<file path="src/hdl/tb2sbs_pkg.sv">
// Shared types and constants for the top-bottom to side-by-side stereo converter.
// Used by every module of the block; depends on nothing else.
package tb2sbs_pkg;

  localparam int DIM_W      = 14;
  localparam int PLANE_W    = 2;
  localparam int ROW_W      = 12;
  localparam int COL_W      = 12;
  localparam int OCOL_W     = 13;
  localparam int VAL_W      = 8;
  localparam int FRAME_W    = 13;
  localparam int SKIP_W     = 12;
  localparam int CFG_IDX_W  = 3;
  localparam int CFG_DATA_W = 13;

  localparam int DEF_MAX_WIDTH  = 4096;
  localparam int DEF_MAX_HEIGHT = 4096;

  localparam logic [CFG_IDX_W-1:0] REG_FRAME_WIDTH    = 3'd0;
  localparam logic [CFG_IDX_W-1:0] REG_FRAME_HEIGHT   = 3'd1;
  localparam logic [CFG_IDX_W-1:0] REG_SKIP_LINES     = 3'd2;
  localparam logic [CFG_IDX_W-1:0] REG_AVERAGE_PAIRS  = 3'd3;
  localparam logic [CFG_IDX_W-1:0] REG_DUPLICATE_ROWS = 3'd4;

  localparam logic [FRAME_W-1:0] RESET_FRAME_WIDTH  = 13'd1920;
  localparam logic [FRAME_W-1:0] RESET_FRAME_HEIGHT = 13'd1080;
  localparam logic [SKIP_W-1:0]  RESET_SKIP_LINES   = 12'd0;
  localparam logic               RESET_AVERAGE      = 1'b1;
  localparam logic               RESET_DUPLICATE    = 1'b0;

  localparam logic [PLANE_W-1:0] PLANE_LUMA   = 2'd0;
  localparam logic [PLANE_W-1:0] PLANE_UNUSED = 2'd3;

  typedef struct packed {
    logic [DIM_W-1:0]  width;
    logic [DIM_W-1:0]  height;
    logic [SKIP_W-1:0] skip;
    logic              average;
    logic              duplicate;
  } cfg_t;

  typedef struct packed {
    logic               emit;
    logic               hold;
    logic               dup;
    logic [PLANE_W-1:0] plane;
    logic [ROW_W-1:0]   row;
    logic [OCOL_W-1:0]  col;
    logic [VAL_W-1:0]   value;
  } map_res_t;

endpackage

</file>
<file path="src/hdl/stereo_top_bottom_to_side_by_side.sv">
// Top-bottom to side-by-side stereo converter for YUV 4:2:0 pixel streams.
// An input pixel is registered, mapped in the following cycle and its writes leave
// from an output register; a pixel waits in the input register while that is busy.
// One pixel is accepted per clock while in_stall is low; the output register
// issues one write per clock while out_stall is low, two per pixel with duplication.
// Pixels that write nothing (held even columns, rows outside both eyes, trailing
// columns) never occupy the output register. Depends on tb2sbs_pkg, tb2sbs_map and
// tb2sbs_out.
module stereo_top_bottom_to_side_by_side #(
  parameter int MAX_WIDTH  = tb2sbs_pkg::DEF_MAX_WIDTH,
  parameter int MAX_HEIGHT = tb2sbs_pkg::DEF_MAX_HEIGHT
) (
  input  logic                                  clk,
  input  logic                                  rst,
  input  logic                                  cfg_write,
  input  logic [tb2sbs_pkg::CFG_IDX_W-1:0]      cfg_index,
  input  logic [tb2sbs_pkg::CFG_DATA_W-1:0]     cfg_data,
  input  logic                                  in_valid,
  output logic                                  in_stall,
  input  logic [tb2sbs_pkg::PLANE_W-1:0]        pixel_plane,
  input  logic [tb2sbs_pkg::ROW_W-1:0]          pixel_row,
  input  logic [tb2sbs_pkg::COL_W-1:0]          pixel_col,
  input  logic [tb2sbs_pkg::VAL_W-1:0]          pixel_value,
  output logic                                  out_valid,
  input  logic                                  out_stall,
  output logic [tb2sbs_pkg::PLANE_W-1:0]        out_plane,
  output logic [tb2sbs_pkg::ROW_W-1:0]          out_row,
  output logic [tb2sbs_pkg::OCOL_W-1:0]         out_col,
  output logic [tb2sbs_pkg::VAL_W-1:0]          out_value,
  output logic                                  last_write
);

  localparam int DW = tb2sbs_pkg::DIM_W;
  localparam logic [DW-1:0] WIDTH_LIMIT  = DW'(MAX_WIDTH);
  localparam logic [DW-1:0] HEIGHT_LIMIT = DW'(MAX_HEIGHT);

  logic [tb2sbs_pkg::FRAME_W-1:0]  frame_width;
  logic [tb2sbs_pkg::FRAME_W-1:0]  frame_height;
  logic [tb2sbs_pkg::SKIP_W-1:0]   skip_lines;
  logic                            average_pairs;
  logic                            duplicate_rows;

  logic                            pend_valid;
  logic [tb2sbs_pkg::PLANE_W-1:0]  pend_plane;
  logic [tb2sbs_pkg::ROW_W-1:0]    pend_row;
  logic [tb2sbs_pkg::COL_W-1:0]    pend_col;
  logic [tb2sbs_pkg::VAL_W-1:0]    pend_value;
  logic [tb2sbs_pkg::VAL_W-1:0]    held_pixel;

  tb2sbs_pkg::cfg_t                cfg;
  tb2sbs_pkg::map_res_t            map_res;
  logic                            out_ready;
  logic                            consume;
  logic                            in_take;

  always_ff @(posedge clk) begin
    if (rst) begin
      frame_width    <= tb2sbs_pkg::RESET_FRAME_WIDTH;
      frame_height   <= tb2sbs_pkg::RESET_FRAME_HEIGHT;
      skip_lines     <= tb2sbs_pkg::RESET_SKIP_LINES;
      average_pairs  <= tb2sbs_pkg::RESET_AVERAGE;
      duplicate_rows <= tb2sbs_pkg::RESET_DUPLICATE;
    end else if (cfg_write) begin
      case (cfg_index)
        tb2sbs_pkg::REG_FRAME_WIDTH:    frame_width    <= cfg_data;
        tb2sbs_pkg::REG_FRAME_HEIGHT:   frame_height   <= cfg_data;
        tb2sbs_pkg::REG_SKIP_LINES:     skip_lines     <= cfg_data[tb2sbs_pkg::SKIP_W-1:0];
        tb2sbs_pkg::REG_AVERAGE_PAIRS:  average_pairs  <= cfg_data[0];
        tb2sbs_pkg::REG_DUPLICATE_ROWS: duplicate_rows <= cfg_data[0];
        default: begin
        end
      endcase
    end
  end

  always_comb begin
    cfg.width     = ({1'b0, frame_width} > WIDTH_LIMIT) ? WIDTH_LIMIT : {1'b0, frame_width};
    cfg.height    = ({1'b0, frame_height} > HEIGHT_LIMIT) ? HEIGHT_LIMIT
                                                          : {1'b0, frame_height};
    cfg.skip      = skip_lines;
    cfg.average   = average_pairs;
    cfg.duplicate = duplicate_rows;
  end

  tb2sbs_map u_map (
    .cfg        (cfg),
    .plane      (pend_plane),
    .row        (pend_row),
    .col        (pend_col),
    .value      (pend_value),
    .held_pixel (held_pixel),
    .res        (map_res)
  );

  assign consume  = pend_valid && (!map_res.emit || out_ready);
  assign in_stall = pend_valid && !consume;
  assign in_take  = in_valid && !in_stall;

  always_ff @(posedge clk) begin
    if (rst) begin
      pend_valid <= 1'b0;
      held_pixel <= '0;
    end else begin
      if (in_take) begin
        pend_valid <= 1'b1;
        pend_plane <= pixel_plane;
        pend_row   <= pixel_row;
        pend_col   <= pixel_col;
        pend_value <= pixel_value;
      end else if (consume) begin
        pend_valid <= 1'b0;
      end
      if (consume && map_res.hold) begin
        held_pixel <= pend_value;
      end
    end
  end

  tb2sbs_out u_out (
    .clk        (clk),
    .rst        (rst),
    .load       (consume && map_res.emit),
    .req        (map_res),
    .ready      (out_ready),
    .out_valid  (out_valid),
    .out_stall  (out_stall),
    .out_plane  (out_plane),
    .out_row    (out_row),
    .out_col    (out_col),
    .out_value  (out_value),
    .last_write (last_write)
  );

`ifndef ASSERT_OFF
  a_stall_only_when_busy: assert property (@(posedge clk) disable iff (rst)
    !pend_valid |-> !in_stall)
    else $error("input stalled with an empty input register");

  a_emit_reaches_output: assert property (@(posedge clk) disable iff (rst)
    (consume && map_res.emit) |=> (out_valid && out_row == $past(map_res.row)))
    else $error("write request did not reach the output register");

  a_second_write: assert property (@(posedge clk) disable iff (rst)
    (out_valid && !out_stall && !last_write) |=> (out_valid && last_write && out_row[0]))
    else $error("duplicated row write missing");
`endif

endmodule

</file>
<file path="src/hdl/tb2sbs_map.sv">
// Geometry mapping for one registered input pixel: eye selection, output coordinates
// and pair averaging. Purely combinational; depends on tb2sbs_pkg.
module tb2sbs_map (
  input  tb2sbs_pkg::cfg_t                        cfg,
  input  logic [tb2sbs_pkg::PLANE_W-1:0]          plane,
  input  logic [tb2sbs_pkg::ROW_W-1:0]            row,
  input  logic [tb2sbs_pkg::COL_W-1:0]            col,
  input  logic [tb2sbs_pkg::VAL_W-1:0]            value,
  input  logic [tb2sbs_pkg::VAL_W-1:0]            held_pixel,
  output tb2sbs_pkg::map_res_t                    res
);

  localparam int DW = tb2sbs_pkg::DIM_W;

  logic                                luma;
  logic [DW-1:0]                       half_h;
  logic [DW-1:0]                       half_w;
  logic [tb2sbs_pkg::SKIP_W-1:0]       half_s;
  logic [DW:0]                         n;
  logic [DW-1:0]                       start;
  logic [DW:0]                         row_x;
  logic                                n_pos;
  logic                                in_left;
  logic                                in_right;
  logic                                col_ok;
  logic                                hit;
  logic [tb2sbs_pkg::ROW_W-1:0]        eye_row;
  logic [tb2sbs_pkg::VAL_W:0]          sum;
  logic [tb2sbs_pkg::OCOL_W-1:0]       col_avg;
  logic [tb2sbs_pkg::OCOL_W-1:0]       col_copy;
  logic                                pair_even;

  always_comb begin
    luma   = (plane == tb2sbs_pkg::PLANE_LUMA);
    half_h = luma ? (cfg.height >> 1) : (cfg.height >> 2);
    half_w = luma ? (cfg.width >> 1) : (cfg.width >> 2);
    half_s = luma ? cfg.skip : (cfg.skip >> 1);

    n      = {1'b0, half_h} - {3'b000, half_s};
    start  = half_h + {2'b00, half_s};
    row_x  = {3'b000, row};
    n_pos  = !n[DW] && (n != '0);

    in_left  = (row_x < n);
    in_right = (row_x >= {1'b0, start}) && (row_x < {half_h, 1'b0});
    col_ok   = ({3'b000, col} < {half_w, 1'b0});
    hit      = (plane != tb2sbs_pkg::PLANE_UNUSED) && n_pos && (in_left || in_right) && col_ok;

    eye_row  = in_left ? row : (row - start[tb2sbs_pkg::ROW_W-1:0]);

    sum      = {1'b0, held_pixel} + {1'b0, value};
    col_avg  = {2'b00, col[tb2sbs_pkg::COL_W-1:1]}
             + (in_left ? '0 : half_w[tb2sbs_pkg::OCOL_W-1:0]);
    col_copy = {1'b0, col} + (in_left ? '0 : {half_w[tb2sbs_pkg::OCOL_W-2:0], 1'b0});

    pair_even = cfg.average && !col[0];

    res.emit  = hit && !pair_even;
    res.hold  = hit && pair_even;
    res.dup   = cfg.duplicate;
    res.plane = plane;
    res.row   = cfg.duplicate ? {eye_row[tb2sbs_pkg::ROW_W-2:0], 1'b0} : eye_row;
    res.col   = cfg.average ? col_avg : col_copy;
    res.value = cfg.average ? sum[tb2sbs_pkg::VAL_W:1] : value;
  end

endmodule

</file>
<file path="src/hdl/tb2sbs_out.sv">
// Output register for write requests; issues one write, or two on consecutive rows
// when row duplication is on. Depends on tb2sbs_pkg.
module tb2sbs_out (
  input  logic                                 clk,
  input  logic                                 rst,
  input  logic                                 load,
  input  tb2sbs_pkg::map_res_t                 req,
  output logic                                 ready,
  output logic                                 out_valid,
  input  logic                                 out_stall,
  output logic [tb2sbs_pkg::PLANE_W-1:0]       out_plane,
  output logic [tb2sbs_pkg::ROW_W-1:0]         out_row,
  output logic [tb2sbs_pkg::OCOL_W-1:0]        out_col,
  output logic [tb2sbs_pkg::VAL_W-1:0]         out_value,
  output logic                                 last_write
);

  logic out_take;

  assign out_take = out_valid && !out_stall;
  assign ready    = !out_valid || (out_take && last_write);

  always_ff @(posedge clk) begin
    if (rst) begin
      out_valid  <= 1'b0;
      last_write <= 1'b0;
    end else if (load) begin
      out_valid  <= 1'b1;
      last_write <= !req.dup;
      out_plane  <= req.plane;
      out_row    <= req.row;
      out_col    <= req.col;
      out_value  <= req.value;
    end else if (out_take && !last_write) begin
      out_row[0] <= 1'b1;
      last_write <= 1'b1;
    end else if (out_take) begin
      out_valid <= 1'b0;
    end
  end

endmodule

</file>
<file path="config.mk">
export PLATFORM = sky130hd
export DESIGN_NAME = stereo_top_bottom_to_side_by_side
export DESIGN_NICKNAME = d
export VERILOG_FILES = /design/src/hdl/tb2sbs_pkg.sv /design/src/hdl/stereo_top_bottom_to_side_by_side.sv /design/src/hdl/tb2sbs_map.sv /design/src/hdl/tb2sbs_out.sv
export SDC_FILE = /design/constraint.sdc
export NUM_CORES = 1
export LEC_CHECK = 0
export BUFFER_PORTS_ARGS = -buffer_cell sky130_fd_sc_hd__buf_4
export CAP_MARGIN = 20
export CELL_PAD_IN_SITES_DETAIL_PLACEMENT = 1
export CELL_PAD_IN_SITES_GLOBAL_PLACEMENT = 2
export CORE_MARGIN = 2
export CORE_UTILIZATION = 40
export CTS_BUF_LIST = sky130_fd_sc_hd__clkbuf_16
export DETAILED_ROUTE_END_ITERATION = 10
export PLACE_DENSITY_LB_ADDON = 0.3
export SLEW_MARGIN = 20
export SYNTH_ARGS = -nofsm -noshare
export SYNTH_HDL_FRONTEND = slang
export SYNTH_SLANG_ARGS = --single-unit
export TNS_END_PERCENT = 100
</file>
<file path="constraint.sdc">
create_clock -name clk -period 16.96 [get_ports clk]
set_input_delay 3.392 -clock clk [delete_from_list [all_inputs] [get_ports clk]]
set_output_delay 3.392 -clock clk [all_outputs]
set_load 0.01 [all_outputs]
</file>
==> results of run 1 <==
==> layer usage <==
layer  routed length, um  share of wire, %  up-vias
li1                    -                 -     3474
met5                   0                 0        -
met3                 712               3.0       10
met2               11000                47       96
met1               11800                50     3292
met4                 153              0.65        0
==> sequential cells by signal, indices dropped and copies added, names as in the netlist <==
signal / count
average_pairs: 1
duplicate_rows: 1
frame_height: 13
frame_width: 13
held_pixel: 8
pend_col: 12
pend_plane: 2
pend_row: 12
pend_valid: 1
pend_value: 8
skip_lines: 12
u_out.last_write: 1
u_out.out_col: 13
u_out.out_plane: 2
u_out.out_row: 12
u_out.out_valid: 1
u_out.out_value: 8
==> metrics by stage <==
| stage | hold WS, ns | utilization [%] | setup slack (ns) | area, um2 | power [mW] |
|---|---|---|---|---|---|
| floorplan | 0.436 | - | 8.94 | 8340 | 0.450 |
| global placement | 0.448 | 45.6 | 8.12 | 9280 | 0.498 |
| detailed placement | 0.451 | 45.6 | 7.88 | 9280 | 0.500 |
| CTS | 0.460 | 48.4 | 7.38 | 9860 | 0.860 |
| global route | 0.489 | 48.4 | 6.87 | 9860 | 0.893 |
| finish | 0.455 | 48.4 | 7.36 | 9860 | 0.852 |
==> worst register-to-register path, delay by kind of cell, from the launching register on <==
kind / cells / cell delay (ns)
adders and majority gates: 4 / 1.21
buffers and inverters: 2 / 0.22
muxes: 1 / 0.21
AOI/OAI and AO/OA: 13 / 3.36
and+or+nand+nor: 7 / 1.62
xor gates and xnor gates: 1 / 0.15
DFF: 1 / 0.44
==> area by class of cell <==
| class | instances | area, um2 | share of cell area [%] |
|---|---|---|---|
| tap | 270 | 338 | 3.43 |
| clock inverter | 15 | 155 | 1.57 |
| multi-input combinational | 719 | 4890 | 49.6 |
| timing repair buffer | 98 | 736 | 7.46 |
| inverter | 60 | 225 | 2.28 |
| sequential | 120 | 3090 | 31.4 |
| clock buffer | 17 | 425 | 4.31 |
==> synth_stat cells (all sizes together) (11+ instances only) <==
library cell / count / share of area, %
buf: 14 / 0.93
xnor2: 33 / 3.5
nand3: 29 / 1.7
mux2i: 33 / 4.0
nand2: 158 / 7.1
ha: 85 / 13
dfxtp: 51 / 12
a21oi: 89 / 5.4
nor3: 20 / 1.3
nand2b: 12 / 0.99
clkbuf: 19 / 0.85
nor2: 61 / 2.8
o21ai: 38 / 2.3
inv: 59 / 2.7
a21o: 18 / 1.6
edfxtp: 69 / 25
nor4: 11 / 1.0
==> worst max-delay path by stage <==
stage / startpoint / depth (start not counted) / endpoint
after floorplan: pend_plane[1]$_DFFE_PP_ / 21 / in_stall
after global placement: pend_plane[1]$_DFFE_PP_ / 21 / in_stall
after detailed placement: pend_plane[1]$_DFFE_PP_ / 21 / in_stall
after CTS: pend_plane[1]$_DFFE_PP_ / 21 / in_stall
after global routing: pend_plane[1]$_DFFE_PP_ / 21 / in_stall
final: pend_plane[1]$_DFFE_PP_ / 21 / in_stall
==> logic make-up (layout without fill, tap and decap cells) <==
group	after synthesis	in the layout	synth area share, %
AND/OR/NAND/NOR	337	337	18.7
AO/OA/AOI/OAI	213	213	16.8
flip-flops	120	120	37.1
buffers and inverters	93	190	4.48
adder cells (fa/ha/maj)	90	90	13.9
XOR/XNOR	41	41	4.30
multiplexers	38	38	4.63
==> where the power goes <==
group | switching, mW | internal [mW] | leakage (nW) | total [mW]
Clock | 0.141 | 0.217 | 0.290 | 0.357
Sequential | 0.00743 | 0.319 | 1.05 | 0.326
Combinational | 0.0979 | 0.0705 | 2.74 | 0.168
Total | 0.246 | 0.606 | 4.08 | 0.852
==> results.yml, run 1 <==
outcome:
  outcome: "complete, no violations"
clocking:
  cts.sinks: 120
  clk_pin_slew_ns: 0.06
  numCtsBuffers: 17
  cts_root_buf: "clkbuf_16"
  cts_repair_resize_count: 0
  tritoncts: "done"
  hold_buffers: 0
  postCtsSetupRepairBufs: 0
  cts.htree.levels: 4
  clk_latency_ns: 0.42
  clk_path_buf_depth: 2
grt:
  grt_max_degree: 46
  grt.overflow.total: 0
  grt_util_met3_pct: 3.28
  grt_usage_pct: 22.3
  grt_pass1_wl_um: 38200
  top_usage_layer: "met2"
  grtUsageMet2_pct: 36.2
  grt_pass1_vias: 7060
  met1_usage_pct: 31.7
  antenna_found_initial: 0
placement:
  portBuffers: 92
  dpl.cell_count: 1267
  place_congestion: 0.923
  place_hpwl_um: 18500
timing:
  rsz0062_at_grt: "false"
  fmax_ghz: 0.104
  hold_violations: 0
  slew_viol_final: 0
  fin_setup_tns_ns: 0
  fin_skew_ns: 0.0122
  fin_crit_sh_pct: 56.6
  relSlewSlack_pct: 43.4
  worst_pin_slew_ns: 0.845
  fin_crit_ns: 9.60
  final-setup-viol-count: 0
worst_hold_path:
  hold_start: "skip_lines[0]$_SDFFE_PP0P_"
  whs_endpoint: "skip_lines[0]$_SDFFE_PP0P_"
  hold_path_class: "register to register"
  whs_path_depth: 2
logic_synthesis:
  synth_flop_cell: "edfxtp_1"
  synth_cells: 932
  ys_warn_count: 0
  synth_area_um2: 8340
  ys_seq_area_share_pct: 37.1
  async_flop_share_pct: 0
  syn_nets: 1077
  syn_area_per_cell_um2: 8.95
  synthDistinctLibCells: 78
  synth_seq_cells: 120
  synth_edf_count: 69
worst_setup_path:
  crit_arrival_ns: 6.21
  critPathBufInv: 2
  crit_fanout: 34
  worstSetupStartpointType: "register"
  cpPeakStageDelay_ns: 0.61
  ff2ff_path_depth: 28
  rr_startpoint: "pend_plane[1]$_DFFE_PP_"
  cp-end-kind: "output pin"
  r2r_setup_slack_ns: 9.55
  cpLargestDelayFamily: "compound AO/OA/AOI/OAI gates"
  rr_endpoint: "u_out.out_col[12]$_DFFE_PP_"
  cpMaxStageDelayCell: "or2_2"
  critPathKind: "register to output pin"
  path_common_cell: "a21oi_1"
  cp_cell_sequence: "or2_2 -> mux2i_1 -> or2_2 -> inv_1 -> ha_1 -> a21o_1 -> a21oi_1 -> nor2_1 -> o21ai_0 -> a21oi_1 -> a41o_1 -> o41ai_1 -> xnor2_1 -> ha_1 -> a21oi_1 -> a2111oi_0 -> o311ai_1 -> nor3_2 -> o2111ai_2 -> nor3_2 -> buf_4"
  required_ns: 13.57
routing:
  ant_nets: 0
  wl_per_cell_um: 18.2
  vias_per_cell: 5.29
  drc: 0
  routed_wl_um: 23700
  vias: 6872
  first_iter_violations: 194
  dr.pass1.iters: 6
floorplanning:
  pin_count: 93
  fp.dieH_um: 148
  rows: 52
  dieArea_um2: 22000
  start_util_pct: 41.0
  die_width_um: 148
  core-area_um2: 20400
final_layout:
  final_common_cell: "nand2_1"
  diodes: 0
  fillers: 2345
  drive_above_1_share_pct: 16.2
  stdcell_count: 1299
  syn_to_final_growth_pct: 18.2
  finalNetCount: 1161
  layout_common_cells: "nand2_1 (158), buf_4 (98), a21oi_1 (88)"
run:
  maxCapViolCount: 0
power:
  powerDensity_nw_per_um2: 86.4
  ir_drop_mv: 0.0570
  p_leak_nw: 4.08
No activity file was read; power rests on OpenSTA's default activity.
==> run 2: changes to the inputs <==
--- a/config.mk
+++ b/config.mk
@@ -10,7 +10,7 @@
 export CELL_PAD_IN_SITES_DETAIL_PLACEMENT = 1
 export CELL_PAD_IN_SITES_GLOBAL_PLACEMENT = 2
 export CORE_MARGIN = 2
-export CORE_UTILIZATION = 40
+export CORE_UTILIZATION = 33
 export CTS_BUF_LIST = sky130_fd_sc_hd__clkbuf_16
 export DETAILED_ROUTE_END_ITERATION = 10
 export PLACE_DENSITY_LB_ADDON = 0.3
==> constraint.sdc (replaced) <==
create_clock -name clk -period 8.4 [get_ports clk]
set_input_delay 1.68 -clock clk [delete_from_list [all_inputs] [get_ports clk]]
set_output_delay 1.68 -clock clk [all_outputs]
set_load 0.01 [all_outputs]
==> run 2 against run 1 <==
Die area rose by 21%; count of clock-buffer cells in the layout did not move; sequential share of layout area shrank 0.21 points; design area up 0.66%; register-to-register slack got worse by 8.4 ns; first-iteration DRC count up 78%; via count stayed put; largest cell class unchanged; largest power group unchanged.
==> results.yml, run 2 (synthesis results as in run 1) <==
final_layout:
  syn_to_final_growth_pct: 19.0
  drive_above_1_share_pct: 16.2
  layout_common_cells: "nand2_1 (158), buf_4 (97), a21oi_1 (88)"
  largest_registers: "frame_height (13), frame_width (13), u_out.out_col (13)"
  diodes: 0
  final_common_cell: "nand2_1"
  finalNetCount: 1160
timing:
  worst_pin_slew_ns: 0.906
  fin_skew_ns: 0.0145
  fin_setup_tns_ns: 0
  slew_viol_final: 0
  rsz0062_at_grt: "false"
  fin_crit_sh_pct: 93.4
  fin_crit_ns: 7.84
  hold_violations: 0
  whs_ns: 0.464
  final-setup-viol-count: 0
  relSlewSlack_pct: 39.3
  fmax_ghz: 0.127
grt:
  grt.overflow.total: 0
  antenna_found_initial: 0
  grt_pass1_vias: 7093
  grt_max_degree: 46
  grt_usage_pct: 18.8
  grt_pass1_wl_um: 38800
power:
  p_leak_nw: 4.06
  clkPwrFrac_pct: 42.2
  p_sw_uw: 514
  p_int_mw: 1.23
  swShare_pct: 29.5
  powerDensity_nw_per_um2: 175
  sequentialPowerShare_pct: 37.9
  ir_drop_mv: 0.0943
  pwr-share-comb_pct: 19.9
floorplanning:
  pin_count: 93
  start_util_pct: 33.3
  core-area_um2: 25000
  rows: 58
  die_width_um: 163
  dieArea_um2: 26600
  fp.dieH_um: 163
routing:
  first_iter_violations: 346
  ant_nets: 0
  dr.pass1.iters: 5
  wl_per_cell_um: 18.0
  vias_per_cell: 5.06
  drc: 0
  vias: 6872
  routed_wl_um: 24400
clocking:
  tritoncts: "done"
  cts.sinks: 120
  cts_repair_resize_count: 0
  clk_pin_slew_ns: 0.06
  clk_path_buf_depth: 2
  hold_buffers: 0
  numCtsBuffers: 17
  clk_latency_ns: 0.42
  cts.htree.levels: 4
  postCtsSetupRepairBufs: 0
  cts_root_buf: "clkbuf_16"
worst_hold_path:
  hold_path_class: "register to register"
worst_setup_path:
  crit_fanout: 34
  worstSetupStartpointType: "register"
  cp-end-kind: "output pin"
  cpPeakStageDelay_ns: 0.60
  critPathKind: "register to output pin"
  cp_cell_sequence: "or2_2 -> mux2i_1 -> or2_2 -> inv_1 -> ha_1 -> a21o_1 -> a21oi_1 -> nor2_1 -> o21ai_0 -> a21oi_1 -> a41o_1 -> o41ai_1 -> xnor2_1 -> ha_1 -> a21oi_1 -> a2111oi_0 -> o311ai_1 -> nor3_2 -> o2111ai_2 -> nor3_2 -> buf_4"
  required_ns: 6.72
  crit_arrival_ns: 6.16
  cpMaxStageDelayCell: "or2_2"
  path_common_cell: "a21oi_1"
outcome:
  outcome: "complete, no violations"
placement:
  place_congestion: 0.852
  portBuffers: 92
  place_hpwl_um: 19200
run:
  maxCapViolCount: 0
[run 2: cell count changes in the layout (fill, tap and decap cells not counted)]
| cell | before | now |
|---|---|---|
| clkinv_4 | 6 | 1 |
| clkinvlp_4 | 1 | 4 |
| inv_6 | 2 | 4 |
| buf_4 | 98 | 97 |
| clkinv_2 | 2 | 3 |
| inv_1 | 60 | 59 |
[run 2: final cells by class]
type	instances	area, um2
clock buffers	17	425
clock inverters	15	153
fillers	2934	15100
inverters	60	225
multi-input cells	719	4890
flip-flops and latches	120	3090
well taps	330	413
repair buffers	97	728
[run 2: path summary, 6_finish.rpt]
| kind | slack, ns | cells after the start | startpoint | endpoint |
|---|---|---|---|---|
| setup / recovery | 0.56 | 21 | pend_plane[1]$_DFFE_PP_ | in_stall |
| hold / removal | 0.46 | 2 | frame_height[0]$_SDFFE_PP0P_ | frame_height[0]$_SDFFE_PP0P_ |
| setup reg to reg | 1.13 | 29 | pend_plane[1]$_DFFE_PP_ | u_out.out_col[10]$_DFFE_PP_ |
| hold reg to reg | 0.46 | 2 | frame_height[0]$_SDFFE_PP0P_ | frame_height[0]$_SDFFE_PP0P_ |
[run 2: power groups by stage]
stage	clock network [mW]	logic [mW]	registers [mW]
after global routing	0.774	0.389	0.661
after global placement	0	0.342	0.672
after CTS	0.752	0.349	0.660
after floorplan	0	0.244	0.666
final	0.734	0.345	0.659
after detailed placement	0	0.346	0.672
[run 2: critical path: cells and delay by family, from the launching register on]
kind                       cells  cell delay, ns
buffers and inverters          2            0.31
AOI/OAI and AO/OA             10            2.36
DFF                            1            0.44
and+or+nand+nor                5            1.66
adders and majority gates      2            0.62
muxes                          1            0.20
xor gates and xnor gates       1            0.14
[run 2: per-layer routing]
metal	vias to the layer above	wire [um]	GRT usage (%)
met5	-	0	0
met4	0	155	3.78
met3	13	612	2.70
met2	79	11300	30.7
met1	3299	12300	26.5
li1	3481	-	-
[run 2: per-stage QoR]
stage / setup WS, ns / area (um2) / power (mW) / std cells / util, %
after floorplan: 1.05 / 8340 / 0.909 / 932 / -
after global placement: 1.27 / 9350 / 1.01 / 1326 / 37.3
after detailed placement: 1.08 / 9350 / 1.02 / 1326 / 37.3
after CTS: 0.571 / 9920 / 1.76 / 1358 / 39.6
after global routing: 0.0844 / 9920 / 1.82 / 1358 / 39.6
final: 0.555 / 9920 / 1.74 / 1358 / 39.6
